<file path="config.mk">
export PLATFORM = sky130hd
export DESIGN_NAME = bb_mean_fifo
export DESIGN_NICKNAME = d
export VERILOG_FILES = /design/src/hw/rtl/bb_pkg.sv /design/src/hw/rtl/bb_mean_fifo.sv
export SDC_FILE = /design/constraint.sdc
export NUM_CORES = 1
export LEC_CHECK = 0
export BUFFER_PORTS_ARGS = -buffer_cell sky130_fd_sc_hd__buf_2
export CAP_MARGIN = 20
export CORE_MARGIN = 4
export CORE_UTILIZATION = 50
export CTS_BUF_LIST = sky130_fd_sc_hd__clkbuf_16
export DETAILED_ROUTE_END_ITERATION = 10
export MAX_ROUTING_LAYER = met4
export PLACE_DENSITY = 0.67
export SLEW_MARGIN = 10
export SYNTH_ARGS = -nofsm -noshare
export SYNTH_HDL_FRONTEND = slang
export SYNTH_SLANG_ARGS = --single-unit
</file>
<file path="constraint.sdc">
create_clock -name clk_i -period 4.5 [get_ports clk_i]
set_input_delay 0.225 -clock clk_i [delete_from_list [all_inputs] [get_ports clk_i]]
set_output_delay 0.225 -clock clk_i [all_outputs]
set_load 0.02 [all_outputs]
</file>
<file path="src/hw/rtl/bb_pkg.sv">
// Shared types, constants and the rounding-divide function of the 3x3 box blur.
// Used by every blur module but bb_ram; depends on nothing.
package bb_pkg;

  localparam int unsigned MAX_WIDTH_DEFAULT  = 2048;
  localparam int unsigned OUT_FIFO_DEPTH     = 8;
  localparam int unsigned CFG_IDX_W          = 4;
  localparam int unsigned CFG_DATA_W         = 12;
  localparam int unsigned DIM_W              = 14;
  localparam int unsigned FRAME_WIDTH_RESET  = 640;
  localparam int unsigned FRAME_HEIGHT_RESET = 480;

  // Reciprocals for a 16 bit fixed-point divide; exact for dividends below 2^15.
  localparam logic [16:0] RECIP_UNIT  = 17'd65536;
  localparam logic [16:0] RECIP_THREE = 17'd21846;
  localparam logic [16:0] RECIP_NINE  = 17'd7282;

  typedef enum logic [CFG_IDX_W-1:0] {
    REG_FRAME_WIDTH  = 4'd0,
    REG_FRAME_HEIGHT = 4'd1
  } bb_reg_e;

  // Red sits in the lowest byte, matching the stream packing.
  typedef struct packed {
    logic [7:0] blue;
    logic [7:0] green;
    logic [7:0] red;
  } bb_pix_t;

  // One line RAM word: the column's pixel two rows up and one row up.
  typedef struct packed {
    bb_pix_t upper;
    bb_pix_t middle;
  } bb_line_t;

  // One window column, top row first.
  typedef struct packed {
    bb_pix_t top;
    bb_pix_t mid;
    bb_pix_t bot;
  } bb_col_t;

  // Per-beat control decided at acceptance.
  typedef struct packed {
    bb_pix_t    pix;
    logic       emit;
    logic       frame_end;
    logic [2:0] col_mask;
    logic [2:0] row_mask;
    logic [3:0] n;
  } bb_step_t;

  typedef struct packed {
    logic        frame_end;
    logic [3:0]  n;
    logic [11:0] sum_r;
    logic [11:0] sum_g;
    logic [11:0] sum_b;
  } bb_sum_t;

  typedef struct packed {
    logic    frame_end;
    bb_pix_t pix;
  } bb_res_t;

  // Round half up: (2*sum + n) / (2*n) for n in {1,2,3,4,6,9}.
  // Split 2*n into a power of two (shift) and 1, 3 or 9 (reciprocal multiply).
  function automatic logic [7:0] bb_mean(logic [11:0] sum, logic [3:0] n);
    logic [12:0] x;
    logic [12:0] y;
    logic [16:0] m;
    logic [29:0] p;
    x = {sum, 1'b0} + {9'd0, n};
    case (n)
      4'd2: begin
        y = x >> 2;
        m = RECIP_UNIT;
      end
      4'd3: begin
        y = x >> 1;
        m = RECIP_THREE;
      end
      4'd4: begin
        y = x >> 3;
        m = RECIP_UNIT;
      end
      4'd6: begin
        y = x >> 2;
        m = RECIP_THREE;
      end
      4'd9: begin
        y = x >> 1;
        m = RECIP_NINE;
      end
      default: begin
        y = x >> 1;
        m = RECIP_UNIT;
      end
    endcase
    p = {17'd0, y} * {13'd0, m};
    return p[23:16];
  endfunction

endpackage

</file>
<file path="src/hw/rtl/bb_mean_fifo.sv">
// Rounding divide of the neighborhood sums and the result queue in front of the output.
// Depends on bb_pkg.
module bb_mean_fifo #(
  parameter int unsigned DEPTH = bb_pkg::OUT_FIFO_DEPTH
) (
  input  logic                       clk_i,
  input  logic                       rst_ni,
  input  logic                       push_i,
  input  bb_pkg::bb_sum_t            sum_i,
  output logic                       valid_o,
  input  logic                       ready_i,
  output bb_pkg::bb_res_t            res_o,
  output logic [$clog2(DEPTH+1)-1:0] cnt_o
);
  import bb_pkg::*;

  localparam int unsigned PW = (DEPTH > 1) ? $clog2(DEPTH) : 1;
  localparam int unsigned NW = $clog2(DEPTH + 1);

  bb_res_t       mem_q [DEPTH];
  bb_res_t       res_d;
  logic [PW-1:0] wr_ptr_q, rd_ptr_q;
  logic [NW-1:0] cnt_q;
  logic          pop;

  always_comb begin
    res_d.frame_end = sum_i.frame_end;
    res_d.pix.red   = bb_mean(sum_i.sum_r, sum_i.n);
    res_d.pix.green = bb_mean(sum_i.sum_g, sum_i.n);
    res_d.pix.blue  = bb_mean(sum_i.sum_b, sum_i.n);
    pop             = valid_o && ready_i;
  end

  always_ff @(posedge clk_i or negedge rst_ni) begin
    if (!rst_ni) begin
      wr_ptr_q <= '0;
      rd_ptr_q <= '0;
      cnt_q    <= '0;
    end else begin
      if (push_i) begin
        wr_ptr_q <= (wr_ptr_q == PW'(DEPTH - 1)) ? '0 : wr_ptr_q + PW'(1);
      end
      if (pop) begin
        rd_ptr_q <= (rd_ptr_q == PW'(DEPTH - 1)) ? '0 : rd_ptr_q + PW'(1);
      end
      cnt_q <= cnt_q + NW'(push_i) - NW'(pop);
    end
  end

  always_ff @(posedge clk_i) begin
    if (push_i) begin
      mem_q[wr_ptr_q] <= res_d;
    end
  end

  assign valid_o = cnt_q != '0;
  assign res_o   = mem_q[rd_ptr_q];
  assign cnt_o   = cnt_q;

endmodule

</file>
== Yosys cells after proc, flatten, opt, wreduce, memory -nomap -nowiden ==
Memories as Yosys holds them, arrays and structs flattened.
Index checks and enable logic that the tools add are counted.

* Flip-flop bits (word level): 10
* Memories: 1
* Memory bits (writable): 200
* Input bits: 45
* Word-level logic and storage cells: 33
* Output and inout port bits: 30

* Equality and inequality tests: 7
* Multipliers: 3
* Add/sub/neg operators: 7
* Multiplexer cells: 8
* Reduce and logical (&&, ||, !) cells: 4

{| class="wikitable"
|+ Memories
! memory !! words !! bits a word !! read ports !! clocked after memory_dff !! write ports !! RTL line !! source
|-
| mem_q || 8 || 25 || 1 || 0 || 1 || bb_mean_fifo.sv:20 || <nowiki>bb_res_t mem_q [DEPTH];</nowiki>
|}

{| class="wikitable"
|+ Operator list
! kind !! number
|-
| case mux 12 bit (2 select lines) || 3
|-
| multiplier 13 x 17 -> 24 bit || 2
|-
| adder 13 x 4 -> 13 bit || 3
|-
| case mux 17 bit (2 select lines) || 1
|-
| multiplier 12 x 17 -> 24 bit || 1
|-
| == test 4 x 2 -> 1 bit, second input constant || 2
|-
| == test 4 x 3 -> 1 bit, second input constant || 2
|-
| adder 3 x 1 -> 3 bit, second input constant || 2
|-
| == test 3 bit, second input constant || 2
|-
| 2-to-1 mux 3 bit || 2
|-
| adder 4 x 1 -> 4 bit || 1
|-
| == test 4 bit, second input constant || 1
|-
| nonzero test 4 bit || 1
|-
| OR reduction 2 bit || 2
|-
| subtractor 4 x 1 -> 4 bit || 1
|-
| 2-to-1 mux 1 bit || 2
|-
| logical AND 1 bit || 1
|}

== Logic depth before layout (Yosys ltp) ==
* Depth after elaboration: 4
* Mapped depth: 29
* Mapped depth without buffers: 29

== Least setup slack after synthesis ==
Ideal clock, no wire load.

* Path kind: input -> register
* From: in sum_i[0] in the netlist's numbering
* To: mem mem_q[0][23] in the netlist's numbering, data pin
* Library setup time: 254 ps
* Required time: 4,246 ps
* Slack: -2,204 ps
* Arrival: 6,450 ps
* Stages on the path: 24
* Path buffers: 0
* Cells stage by stage: ha_1 > fa_1 > a21oi_1 > nor3_1 > xnor2_1 > nor2_1 > a211oi_1 > or2_2 > fa_1 > fa_1 > fa_1 > inv_1 > fa_1 > fa_1 > ha_1 > a21oi_1 > o21bai_1 > a21oi_1 > o21ai_0 > or3_1 > o221ai_2 > a21oi_4 > a221o_1 > nor4_2

{| class="wikitable"
|+ RTL lines
! item !! RTL line !! source
|-
| start, declared || bb_mean_fifo.sv:9 || <nowiki>input bb_pkg::bb_sum_t sum_i,</nowiki>
|-
| end, declared || bb_mean_fifo.sv:20 ||
|}

==> results.py <==
metrics = {
    "outcome": {
        "status": "finished with violations",
        "violations": "setup timing",
    },
    "timing": {
        "setup_ws_ns": -1.83,
        "skew_ns": 0.0169,
        "hold_viol_final": 0,
        "setup_violations": 192,
        "rsz0062_at_grt": "true",
        "final_max_slew_viol_count": 0,
        "relSlewSlack_pct": 43.0,
        "fin_tns_setup_ns": -309.82,
        "max_freq_mhz": 158,
        "period_share_pct": 141,
        "min_period_ns": 6.33,
        "worst_pin_slew_ns": 0.855,
    },
    "yosys": {
        "synthFlopType": "edfxtp_1",
        "muxShareOfSynthArea_pct": 7.46,
        "syn_nets": 2165,
        "yosysWarnings": 0,
        "synth_compound_area_share_pct": 4.99,
        "yosys.area_share.simple_pct": 6.79,
        "synth_cell_types": 70,
        "ys_ff_latch": 210,
        "synthXorXnorAreaFrac_pct": 3.15,
        "ys_seq_area_share_pct": 32.2,
        "syn_inst": 1675,
        "avgSynthCellArea_um2": 11.6,
        "synth_top_family_by_area": "adder cells",
        "synth_edf_count": 200,
        "synthArstFlopShare_pct": 4.76,
        "syn_area_um2": 19400,
        "synth_adder_area_share_pct": 36.8,
    },
    "cells_and_area": {
        "fillers": 2840,
        "area_delta_synth_final_pct": 32.2,
        "fin_nets": 2642,
        "final_core_util_pct": 67.6,
        "final_cell_area_um2": 25700,
        "n_antenna_cell": 0,
        "stdcell_count": 2675,
        "drive_gt1_share_pct": 37.9,
        "final_common_cell": "buf_4",
        "mostFrequentLayoutCells": "402 x buf_4, 394 x inv_1, 213 x ha_1, 200 x fa_1, 200 x edfxtp_1",
    },
    "power_and_ir_drop": {
        "switchingPower_mw": 3.73,
        "pwr-share-comb_pct": 52.8,
        "p_per_area_nw_per_um2": 392,
        "intPower_mw": 6.36,
        "power_leakage_nw": 12.2,
        "switching_share_pct": 37.0,
        "finalPower_mw": 10.1,
        "clkPwrFrac_pct": 15.2,
        "pwr-share-seq_pct": 32.0,
        "max-vdd-ir-drop_mv": 0.300,
    },
    "detailed_routing": {
        "drcViolationCount": 0,
        "drt-total-wl_um": 45000,
        "dr.pass1.iters": 5,
        "ant_nets": 0,
        "via_per_inst": 5.08,
        "drtIter0Drc": 648,
        "wl_per_cell_um": 16.8,
        "via_count": 13600,
    },
    "die": {
        "core_area_um2": 38000,
        "io_pins": 75,
        "start_util_pct": 51.2,
        "die_h_um": 205,
        "dieArea_um2": 42100,
        "die_w_um": 205,
        "rows": 71,
    },
    "critical_path": {
        "critPathLaunchType": "input pin",
        "crit_arrival_ns": 6.68,
        "crit_fanout": 6,
        "end_kind": "flop",
        "required_ns": 4.86,
        "criticalPathCategory": "in -> reg",
    },
    "global_route": {
        "grt_remaining_overflow": 0,
        "grt_max_degree": 54,
        "grt_antenna_before_repair": 0,
        "grt_pass1_vias": 14900,
        "grt.total_usage_pct": 22.6,
        "grt_pass1_wl_um": 74600,
    },
    "cts": {
        "cts-htree-levels": 1,
        "path_clk_slew_ns": 0.06,
        "cts_root_buf": "clkbuf_16",
        "clock_path_buffers": 3,
        "cts_tree": "built",
        "clkSinkCount": 210,
        "numCtsBuffers": 20,
        "clk_latency_ns": 0.49,
    },
    "place": {
        "dp.cells": 2584,
        "io_buffers": 74,
        "place_area_um2": 23500,
        "dp_hpwl_um": 35100,
        "place.gp.congestion": 0.942,
    },
    "job": {
        "maxCapViolCount": 0,
    },
    "worst_hold_path": {
        "hold_class": "in -> reg",
    },
}
==> registers in the layout, summed over array words and instances, names as in the netlist <==
name	flops
mem_q	200
rd_ptr_q	3
cnt_o	4
wr_ptr_q	3
==> critical path, stage by stage <==
cell	delay (ns)
buf_8	0.10
ha_4	0.15
fa_2	0.36
a21oi_4	0.22
nor3_2	0.09
xnor2_2	0.17
nor2_1	0.16
a211oi_2	0.06
or2_4	0.28
fa_1	0.52
fa_1	0.46
fa_1	0.54
inv_1	0.06
fa_1	0.50
fa_2	0.48
ha_4	0.31
nand2_2	0.05
or4_1	0.49
a211o_1	0.28
a21oi_2	0.23
o221ai_4	0.14
a21oi_4	0.22
buf_12	0.13
nor4_4	0.04
nor4_4	0.23
buf_4	0.18
==> power by group through the flow <==
stage	combinational, mW	clock (mW)	sequential [mW]
final	5.32	1.54	3.22
after global routing	5.89	1.64	3.28
after CTS	5.07	1.56	3.31
after detailed placement	4.72	0	3.35
after global placement	4.60	0	3.32
after floorplan	3.26	0	3.09
==> per-stage QoR <==
| step | setup WS (ns) | hold slack (ns) |
|---|---|---|
| final | -1.83 | 0.0492 |
| after global routing | -2.06 | 0.0607 |
| after CTS | -1.73 | 0.0379 |
| after detailed placement | -2.54 | 0.0965 |
| after global placement | -2.26 | 0.0935 |
| after floorplan | -1.86 | -0.0706 |
==> layout make-up <==
type,count,area [um^2],area share [%]
timing repair buffer,496,3680,14.3
clock buffer,20,500,1.95
tap,511,639,2.49
inverter,406,1520,5.93
multi-input combinational,1018,13000,50.6
clock inverter,14,103,0.399
sequential,210,6260,24.4
==> routing by layer <==
metal | GRT usage, % | part of all wire [%] | wire length, um
met4 | 3.61 | 1.3 | 591
met2 | 38.0 | 49 | 22200
met3 | 2.10 | 4.6 | 2050
met5 | - | 0 | 0
met1 | 31.0 | 45 | 20100
==> worst paths after layout <==
path	cells after the start	to	startpoint	slack, ns
worst max-delay path	26	mem_q[4][23]	sum_i[37]	-1.83
worst min-delay path	2	cnt_o[0]	push_i	0.05
worst max register to register	11	cnt_o[2]	cnt_o[2]	2.38
worst min register to register	1	wr_ptr_q[1]	wr_ptr_q[1]	0.57
max in group asynchronous	2	rd_ptr_q[0]	rst_ni	4.18
min in group asynchronous	2	cnt_o[3]	rst_ni	0.11
==> what timing repair did <==
item / in CTS / in global routing
endpoints found under the setup margin: 192 / 192
hold buffers: 2 / 0
resized for setup: 124 / 93
pin swaps: 105 / 58
buffers inserted: 41 / 16
endpoints found under the hold margin: 13 / 0
gates cloned: 0 / 0
==> cell usage after synthesis, drive strengths merged (4+ instances only) <==
cell    count  share of area [%]
o21ai      13               0.33
mux4       50                5.8
a21oi      55                1.5
xor2       26                1.2
a211oi      4               0.15
xnor2      44                2.0
edfxtp    200                 31
mux2       28                1.6
nor2      153                3.0
nand2b      7               0.23
clkbuf     30               0.58
dfrtp      10                1.3
a221oi      8               0.45
o221a       6               0.35
o22ai      10               0.32
nand4      12               0.39
inv       406                7.8
a21o       10               0.39
buf        11               0.26
nor2b       5               0.16
ha        234                 15
nand2      40               0.78
nor3       11               0.28
and3        7               0.23
fa        211                 22
and2        5               0.16
or2         9               0.29
nand3      15               0.39
==> kinds of logic after synthesis <==
kind of cell / count (synthesis)
muxes: 79
xor gates and xnor gates: 70
adders and majority gates: 445
and+or+nand+nor: 284
buffers and inverters: 447
DFF: 210
AOI/OAI and AO/OA: 140
No activity file was read; power rests on OpenSTA's default activity.
