**src/hw/rtl/bb_pkg.sv**
```systemverilog
// Shared types, constants and the rounding-divide function of the 3x3 box blur.
// Used by every blur module but bb_ram; depends on nothing.
package bb_pkg;

  localparam int unsigned MAX_WIDTH_DEFAULT  = 2048;
  localparam int unsigned OUT_FIFO_DEPTH     = 8;
  localparam int unsigned CFG_IDX_W          = 4;
  localparam int unsigned CFG_DATA_W         = 12;
  localparam int unsigned DIM_W              = 14;
  localparam int unsigned FRAME_WIDTH_RESET  = 640;
  localparam int unsigned FRAME_HEIGHT_RESET = 480;

  // Reciprocals for a 16 bit fixed-point divide; exact for dividends below 2^15.
  localparam logic [16:0] RECIP_UNIT  = 17'd65536;
  localparam logic [16:0] RECIP_THREE = 17'd21846;
  localparam logic [16:0] RECIP_NINE  = 17'd7282;

  typedef enum logic [CFG_IDX_W-1:0] {
    REG_FRAME_WIDTH  = 4'd0,
    REG_FRAME_HEIGHT = 4'd1
  } bb_reg_e;

  // Red sits in the lowest byte, matching the stream packing.
  typedef struct packed {
    logic [7:0] blue;
    logic [7:0] green;
    logic [7:0] red;
  } bb_pix_t;

  // One line RAM word: the column's pixel two rows up and one row up.
  typedef struct packed {
    bb_pix_t upper;
    bb_pix_t middle;
  } bb_line_t;

  // One window column, top row first.
  typedef struct packed {
    bb_pix_t top;
    bb_pix_t mid;
    bb_pix_t bot;
  } bb_col_t;

  // Per-beat control decided at acceptance.
  typedef struct packed {
    bb_pix_t    pix;
    logic       emit;
    logic       frame_end;
    logic [2:0] col_mask;
    logic [2:0] row_mask;
    logic [3:0] n;
  } bb_step_t;

  typedef struct packed {
    logic        frame_end;
    logic [3:0]  n;
    logic [11:0] sum_r;
    logic [11:0] sum_g;
    logic [11:0] sum_b;
  } bb_sum_t;

  typedef struct packed {
    logic    frame_end;
    bb_pix_t pix;
  } bb_res_t;

  // Round half up: (2*sum + n) / (2*n) for n in {1,2,3,4,6,9}.
  // Split 2*n into a power of two (shift) and 1, 3 or 9 (reciprocal multiply).
  function automatic logic [7:0] bb_mean(logic [11:0] sum, logic [3:0] n);
    logic [12:0] x;
    logic [12:0] y;
    logic [16:0] m;
    logic [29:0] p;
    x = {sum, 1'b0} + {9'd0, n};
    case (n)
      4'd2: begin
        y = x >> 2;
        m = RECIP_UNIT;
      end
      4'd3: begin
        y = x >> 1;
        m = RECIP_THREE;
      end
      4'd4: begin
        y = x >> 3;
        m = RECIP_UNIT;
      end
      4'd6: begin
        y = x >> 2;
        m = RECIP_THREE;
      end
      4'd9: begin
        y = x >> 1;
        m = RECIP_NINE;
      end
      default: begin
        y = x >> 1;
        m = RECIP_UNIT;
      end
    endcase
    p = {17'd0, y} * {13'd0, m};
    return p[23:16];
  endfunction

endpackage

```
**src/hw/rtl/bb_scan.sv**
```systemverilog
// Raster counters of the blur: decides per beat whether it counts, emits, ends the frame,
// and which neighbors fall inside the frame. Depends on bb_pkg.
module bb_scan #(
  parameter int unsigned MAX_WIDTH = bb_pkg::MAX_WIDTH_DEFAULT
) (
  input  logic                           clk_i,
  input  logic                           rst_ni,
  input  logic                           restart_i,
  input  logic                           accept_i,
  input  logic                           action_i,
  input  bb_pkg::bb_pix_t                pix_i,
  input  logic [$clog2(MAX_WIDTH+1)-1:0] width_i,
  input  logic [11:0]                    height_i,
  output logic                           step_valid_o,
  output bb_pkg::bb_step_t               step_o,
  output logic [$clog2(MAX_WIDTH)-1:0]   addr_o
);
  import bb_pkg::*;

  localparam int unsigned CW = $clog2(MAX_WIDTH);
  localparam int unsigned WW = $clog2(MAX_WIDTH + 1);

  logic [CW-1:0] in_col_q, in_col_d, out_col_q, out_col_d;
  logic [12:0]   in_row_q, in_row_d;
  logic [11:0]   out_row_q, out_row_d;

  logic          in_frame, emit_a, emit_b, emit, col_last, row_last, frame_end;
  logic [WW-1:0] in_col_p1, out_col_p1;
  logic [1:0]    col_cnt, row_cnt;
  logic [2:0]    col_mask, row_mask;

  always_comb begin
    in_frame   = {1'b0, height_i} > in_row_q;
    emit_a     = (in_col_q == '0) && (in_row_q >= 13'd2);
    emit_b     = (in_col_q != '0) && (in_row_q >= 13'd1);
    emit       = emit_a || emit_b;
    out_col_p1 = WW'(out_col_q) + WW'(1);
    in_col_p1  = WW'(in_col_q) + WW'(1);
    col_last   = out_col_p1 >= width_i;
    row_last   = ({1'b0, out_row_q} + 13'd1) >= {1'b0, height_i};
    frame_end  = emit && col_last && row_last;

    // Window column 2 holds the new column only when the center is not the row's last pixel.
    col_mask = {!emit_a && !col_last, 1'b1, out_col_q != '0};
    row_mask = {!row_last, 1'b1, out_row_q != '0};
    col_cnt  = 2'd1 + {1'b0, col_mask[0]} + {1'b0, col_mask[2]};
    row_cnt  = 2'd1 + {1'b0, row_mask[0]} + {1'b0, row_mask[2]};

    step_valid_o     = accept_i && !(in_frame && action_i);
    step_o.pix       = in_frame ? pix_i : '0;
    step_o.emit      = emit;
    step_o.frame_end = frame_end;
    step_o.col_mask  = col_mask;
    step_o.row_mask  = row_mask;
    step_o.n         = {2'd0, col_cnt} * {2'd0, row_cnt};
    addr_o           = in_col_q;

    in_col_d  = in_col_q;
    in_row_d  = in_row_q;
    out_col_d = out_col_q;
    out_row_d = out_row_q;
    if (restart_i || (step_valid_o && frame_end)) begin
      in_col_d  = '0;
      in_row_d  = '0;
      out_col_d = '0;
      out_row_d = '0;
    end else if (step_valid_o) begin
      if (emit) begin
        if (col_last) begin
          out_col_d = '0;
          out_row_d = out_row_q + 12'd1;
        end else begin
          out_col_d = out_col_p1[CW-1:0];
        end
      end
      if (in_col_p1 >= width_i) begin
        in_col_d = '0;
        in_row_d = in_row_q + 13'd1;
      end else begin
        in_col_d = in_col_p1[CW-1:0];
      end
    end
  end

  always_ff @(posedge clk_i or negedge rst_ni) begin
    if (!rst_ni) begin
      in_col_q  <= '0;
      in_row_q  <= '0;
      out_col_q <= '0;
      out_row_q <= '0;
    end else begin
      in_col_q  <= in_col_d;
      in_row_q  <= in_row_d;
      out_col_q <= out_col_d;
      out_row_q <= out_row_d;
    end
  end

endmodule

```
**config.mk**
```make
export PLATFORM = sky130hd
export DESIGN_NAME = bb_scan
export DESIGN_NICKNAME = d
export VERILOG_FILES = /design/src/hw/rtl/bb_pkg.sv /design/src/hw/rtl/bb_scan.sv
export SDC_FILE = /design/constraint.sdc
export NUM_CORES = 1
export LEC_CHECK = 0
export ABC_AREA = 1
export BUFFER_PORTS_ARGS = -buffer_cell sky130_fd_sc_hd__buf_2
export CELL_PAD_IN_SITES_DETAIL_PLACEMENT = 1
export CELL_PAD_IN_SITES_GLOBAL_PLACEMENT = 2
export CORE_AREA = 10 10 136 138
export DETAILED_ROUTE_END_ITERATION = 7
export DIE_AREA = 0 0 146 148
export GPL_TIMING_DRIVEN = 1
export PLACE_DENSITY = 0.77
export SLEW_MARGIN = 20
export SYNTH_ARGS = -nofsm -noshare
export SYNTH_HDL_FRONTEND = slang
export SYNTH_SLANG_ARGS = --single-unit
```
**constraint.sdc**
```tcl
create_clock -name clk_i -period 3.35 [get_ports clk_i]
set_input_delay 0 -clock clk_i [delete_from_list [all_inputs] [get_ports clk_i]]
set_output_delay 0 -clock clk_i [all_outputs]
set_load 0.02 [all_outputs]
```
-- Word-level counts from Yosys, hierarchy flattened
Index checks and enable logic that the tools add are counted.
- reductions and logical operators: 25
- $mul: 1
- multiplexer cells: 15
- magnitude comparators: 6
- $add $sub $neg: 9
- operator list (operator ; number):
    11-bit two-way mux ; 7
    12-bit two-way mux ; 4
    13-bit two-way mux ; 3
    11-bit by 1-bit adder with 12-bit output (second input constant) ; 2
    12-bit >= comparator ; 2
    24-bit two-way mux ; 1
    11-bit nonzero test ; 2
    12-bit by 1-bit adder with 13-bit output (second input constant) ; 1
    13-bit by 1-bit adder with 13-bit output (second input constant) ; 1
    13-bit by 1-bit >= comparator with 1-bit output (second input constant) ; 1
    13-bit by 12-bit >= comparator with 1-bit output ; 1
    13-bit by 2-bit >= comparator with 1-bit output (second input constant) ; 1
    12-bit by 13-bit > comparator with 1-bit output ; 1
    12-bit by 1-bit adder with 12-bit output (second input constant) ; 1
    12-bit nonzero test ; 1
    11-bit logical NOT ; 1
    1-bit logical AND ; 8
    2-bit nonzero test ; 4
    1-bit by 1-bit adder with 2-bit output (first input constant) ; 2
    2-bit by 1-bit adder with 2-bit output ; 2
    1-bit logical NOT ; 4
    2-bit by 2-bit multiplier with 4-bit output ; 1
    2-bit AND reduction ; 2
    3-bit AND reduction ; 1
    1-bit logical OR ; 2
- output and inout port bits: 48
- bits of input ports: 53
- logic and storage cells: 60
- register bits after elaboration: 47

-- Logic depth before layout (Yosys ltp)
- depth in word-level cells: 9
- mapped depth: 21
- gate-level depth less buffers: 20

-- Least setup slack after synthesis
Ideal clock, no wire load.
- kind: register -> output
- start point: register out_col_q[2]
- end point: output port step_o[2] (netlist name)
- data required time: 3.350 ns
- data arrival time: 3.264 ns
- cell stages (with the launch flop): 20
- path slack: 0.086 ns
- path buffers: 0
- path through: dfrtp_1 -> nand3_1 -> nor3_1 -> nand3_1 -> nor3_1 -> xor2_1 -> inv_1 -> ha_1 -> nand2_1 -> inv_1 -> nand2_1 -> nor2_1 -> nand2_1 -> nand4_1 -> nor2_1 -> inv_1 -> ha_1 -> nor2_1 -> ha_1 -> ha_1
- RTL lines (what ; RTL line ; text):
    start: declaration ; bb_scan.sv:23 ; logic [CW-1:0] in_col_q, in_col_d, out_col_q, out_col_d;
    start signal: assignment ; bb_scan.sv:94 ; out_col_q <= out_col_d;
    end: declaration ; bb_scan.sv:15 ; output bb_pkg::bb_step_t step_o,

==> metrics.md <==
| Metric | Value |
|---|---|
| Number of vias per cell | 4.65 |
| GRT overflow | 0 |
| Critical path capture point type | primary output |
| Min-Delay Startpoint | restart_i |
| Die Width | 146 µm |
| Flops & latches, synth | 47 |
| Vias in the first global route | 5291 |
| HPWL after DPL | 12900 µm |
| Final net count | 948 |
| Wire length per cell | 15.9 µm |
| CP Launch Type | flip-flop |
| Crit Path Max Fanout | 2 |
| CTS clk-pin slew, worst paths | 70 ps |
| Total CTS buffers | 5 |
| Multi-input logic area | 3050 µm² |
| Distinct cell type count after synthesis | 28 |
| Fin. max-slew vios | 0 |
| Crit. Startpoint | out_col_q[0] |
| Port bufs | 98 |
| Origin of the critical flop-to-flop path | out_col_q[0] |
| Ant diodes | 0 |
| Reg area | 1180 µm² |
| Final period util | 1.04 |
| Worst R2R End | addr_o[1] |
| PwrDens | 282 nW/µm² |
| DRT Wirelength | 16700 µm |
| Worst Slack Setup Final | -140 ps |
| Hold slack final | 130 ps |
| PnR Total Power | 0.00174 W |
| Critical path class | flip-flop to primary output |
| Deepest clock path buffer count | 2 |
| Maximum vdd ir drop | 178 µV |
| Largest cells by area after synthesis | dfrtp_1, ha_1, nand2_1, inv_1, nor2_1 |
| P&R area growth vs syn | 33.5% |
| CORE AREA | 15700 µm² |
| Share of cells above drive strength 1 | 0.244 |
| Remaining antenna violation count | 0 |
| Root buf cell | clkbuf_16 |
| Seq/Total Area, Yosys | 0.254 |
| H-tree lvl count | 2 |
| Die Height | 148 µm |
| Drc violations | 0 |
| Worst-Skew Late Latency | 310 ps |
| Reg2reg setup slack | 230 ps |
| Die Area | 21600 µm² |
| Worst Tran Pin Value | 852 ps |
| Leakage | 3.60 nW |
| MaxCap Viol Count | 0 |
| Area leader, netlist | dfrtp_1 |
| Max Clock Skew | 8.68 ps |
| Top Ports | 101 |
| Synthesized instance count | 701 |
| Yosys top cell area share | 0.254 |
| Antenna violations before repair | 0 |
| YS warnings | 0 |
| Placer Congestion | 0.831 |
| Row Count | 46 |
| Syn avg cell area | 6.59 µm² |
| Fillers | 2044 |
| Failing checks | setup timing |
| Worst reg-to-reg path cell count | 24 |
| GRT Overall Usage | 0.152 |
| Initial DRC count | 152 |
| Status | complete, but fails checks |
| Worst setup endpoint | step_o[2] |
| Largest net degree at the start of global routing | 32 |
| First-pass GRT wire length | 27100 µm |
| CP arrival | 3490 ps |
| Mapped cell area | 4620 µm² |
| Final setup vio count | 2 |
| FMAX | 287 MHz |
| Fin crit period | 3490 ps |
| Hold WC Path Type | input pin to flip-flop |
| CTS Sinks | 47 |
| Starting density of the core | 0.294 |
| CTS tree | done |
| Slew margin rel. | 0.431 |
| Pre-antenna DRT Iters | 6 |
| Via count | 4886 |
| RSZ-0062 raised after global routing | yes |
| Critical Path RT | 3350 ps |
| Fin. Hold Viols | 0 |
## cell families (layout without fill, tap and decap cells)
group	Yosys count	after routing	share of synthesized area
other cells	1	2	0.000811
simple gates	355	355	0.331
fa+ha+maj	61	61	0.165
buf+inv	164	297	0.143
compound gates	44	44	0.0512
xor+xnor	29	29	0.0550
flops	47	47	0.254
## placed cells by master, fill, tap and decap left out, types with 3 or more instances in the layout
master and instances:
a21oi_1 18, a21oi_2 3, buf_12 3, buf_2 94
buf_4 36, buf_6 8, clkbuf_16 6, dfrtp_1 45
ha_1 54, ha_4 7, inv_1 138, inv_2 5
nand2_1 162, nand2_2 10, nand3_1 43, nand3_2 3
nand4_1 27, nor2_1 76, nor2_2 5, nor3_1 7
nor3_2 4, nor4_1 5, o21ai_0 19, xor2_1 24
xor2_2 3
## final cells by class
class / instances / area share
clock buffers: 6 / 0.0209
clock inverters: 2 / 0.00203
inverters: 144 / 0.0896
multi-input cells: 491 / 0.494
flip-flops and latches: 47 / 0.191
well taps: 216 / 0.0438
repair buffers: 145 / 0.159
## worst max-delay path: stages, from the launching register on
cell and delay [ps]:
dfrtp_1 410, buf_6 130, ha_4 160, nand3_4 70
nor2_4 40, buf_4 130, buf_4 130, xor2_2 160
ha_1 330, nand2_1 100, inv_1 50, nand2_1 60
nand2_1 60, nand2_1 70, nand4_1 190, nor2_2 200
inv_2 60, ha_4 280, nor2_4 40, ha_4 160
ha_4 260, buf_6 110
## registers in the layout, indices dropped and copies added (netlist names)
name	count
in_row_q	13
out_col_q	11
out_row_q	12
addr_o	11
## layer usage
metal  GRT usage  part of all wire  vias to the layer above
met4      0.0415             0.013                        0
li1            -                 -                     2448
met2       0.273              0.51                       74
met5           0                 0                        -
met3      0.0296             0.035                       13
met1       0.181              0.44                     2351
## stage by stage
step	util	cell area [µm²]	setup slack (ps)	TNS (ps)	std cells
2_1_floorplan	-	4630	86.1	0	702
3_3_place_gp	0.345	5420	99.3	0	1013
3_5_place_dp	0.345	5420	-188	-461	1013
4_1_cts	0.383	6020	-144	-206	1043
5_1_grt	0.393	6170	-358	-812	1051
6_report	0.393	6170	-140	-180	1051
## power breakdown
| part | switching [W] | internal, W |
|---|---|---|
| registers | 0.0000200 | 0.000584 |
| clock network | 0.000250 | 0.000277 |
| logic | 0.000360 | 0.000250 |
| total | 0.000630 | 0.00111 |
## synth_stat cells
| master | number |
|---|---|
| a21oi_1 | 21 |
| and3_1 | 2 |
| buf_2 | 5 |
| buf_4 | 8 |
| buf_6 | 1 |
| clkbuf_1 | 6 |
| conb_1 | 1 |
| dfrtp_1 | 47 |
| ha_1 | 61 |
| inv_1 | 141 |
| inv_2 | 3 |
| nand2_1 | 169 |
| nand2_2 | 4 |
| nand2_4 | 1 |
| nand3_1 | 48 |
| nand3b_1 | 2 |
| nand4_1 | 27 |
| nor2_1 | 81 |
| nor2_2 | 2 |
| nor3_1 | 13 |
| nor4_1 | 5 |
| nor4b_1 | 1 |
| o21a_1 | 1 |
| o21ai_0 | 20 |
| o21ai_4 | 1 |
| o21bai_1 | 1 |
| xnor2_1 | 2 |
| xor2_1 | 27 |
## worst min path at each step
stage,endpoint,cells after the start,slack [ps]
floorplan,addr_o[0],0,-300
global placement,addr_o[6],1,-30
finish,out_row_q[0],5,130
global route,out_row_q[2],2,200
detailed placement,addr_o[6],1,-30
CTS,out_row_q[0],5,120
## repair_timing
| item | CTS | global route |
|---|---|---|
| endpoints found under the hold margin | 16 | 0 |
| hold buffers | 1 | 0 |
| setup buffers | 22 | 9 |
| pin swaps | 20 | 11 |
| resized for setup | 48 | 22 |
| setup endpoints to repair | 17 | 40 |
| gates cloned | 2 | 1 |
Power figures use the tool's default switching activity.
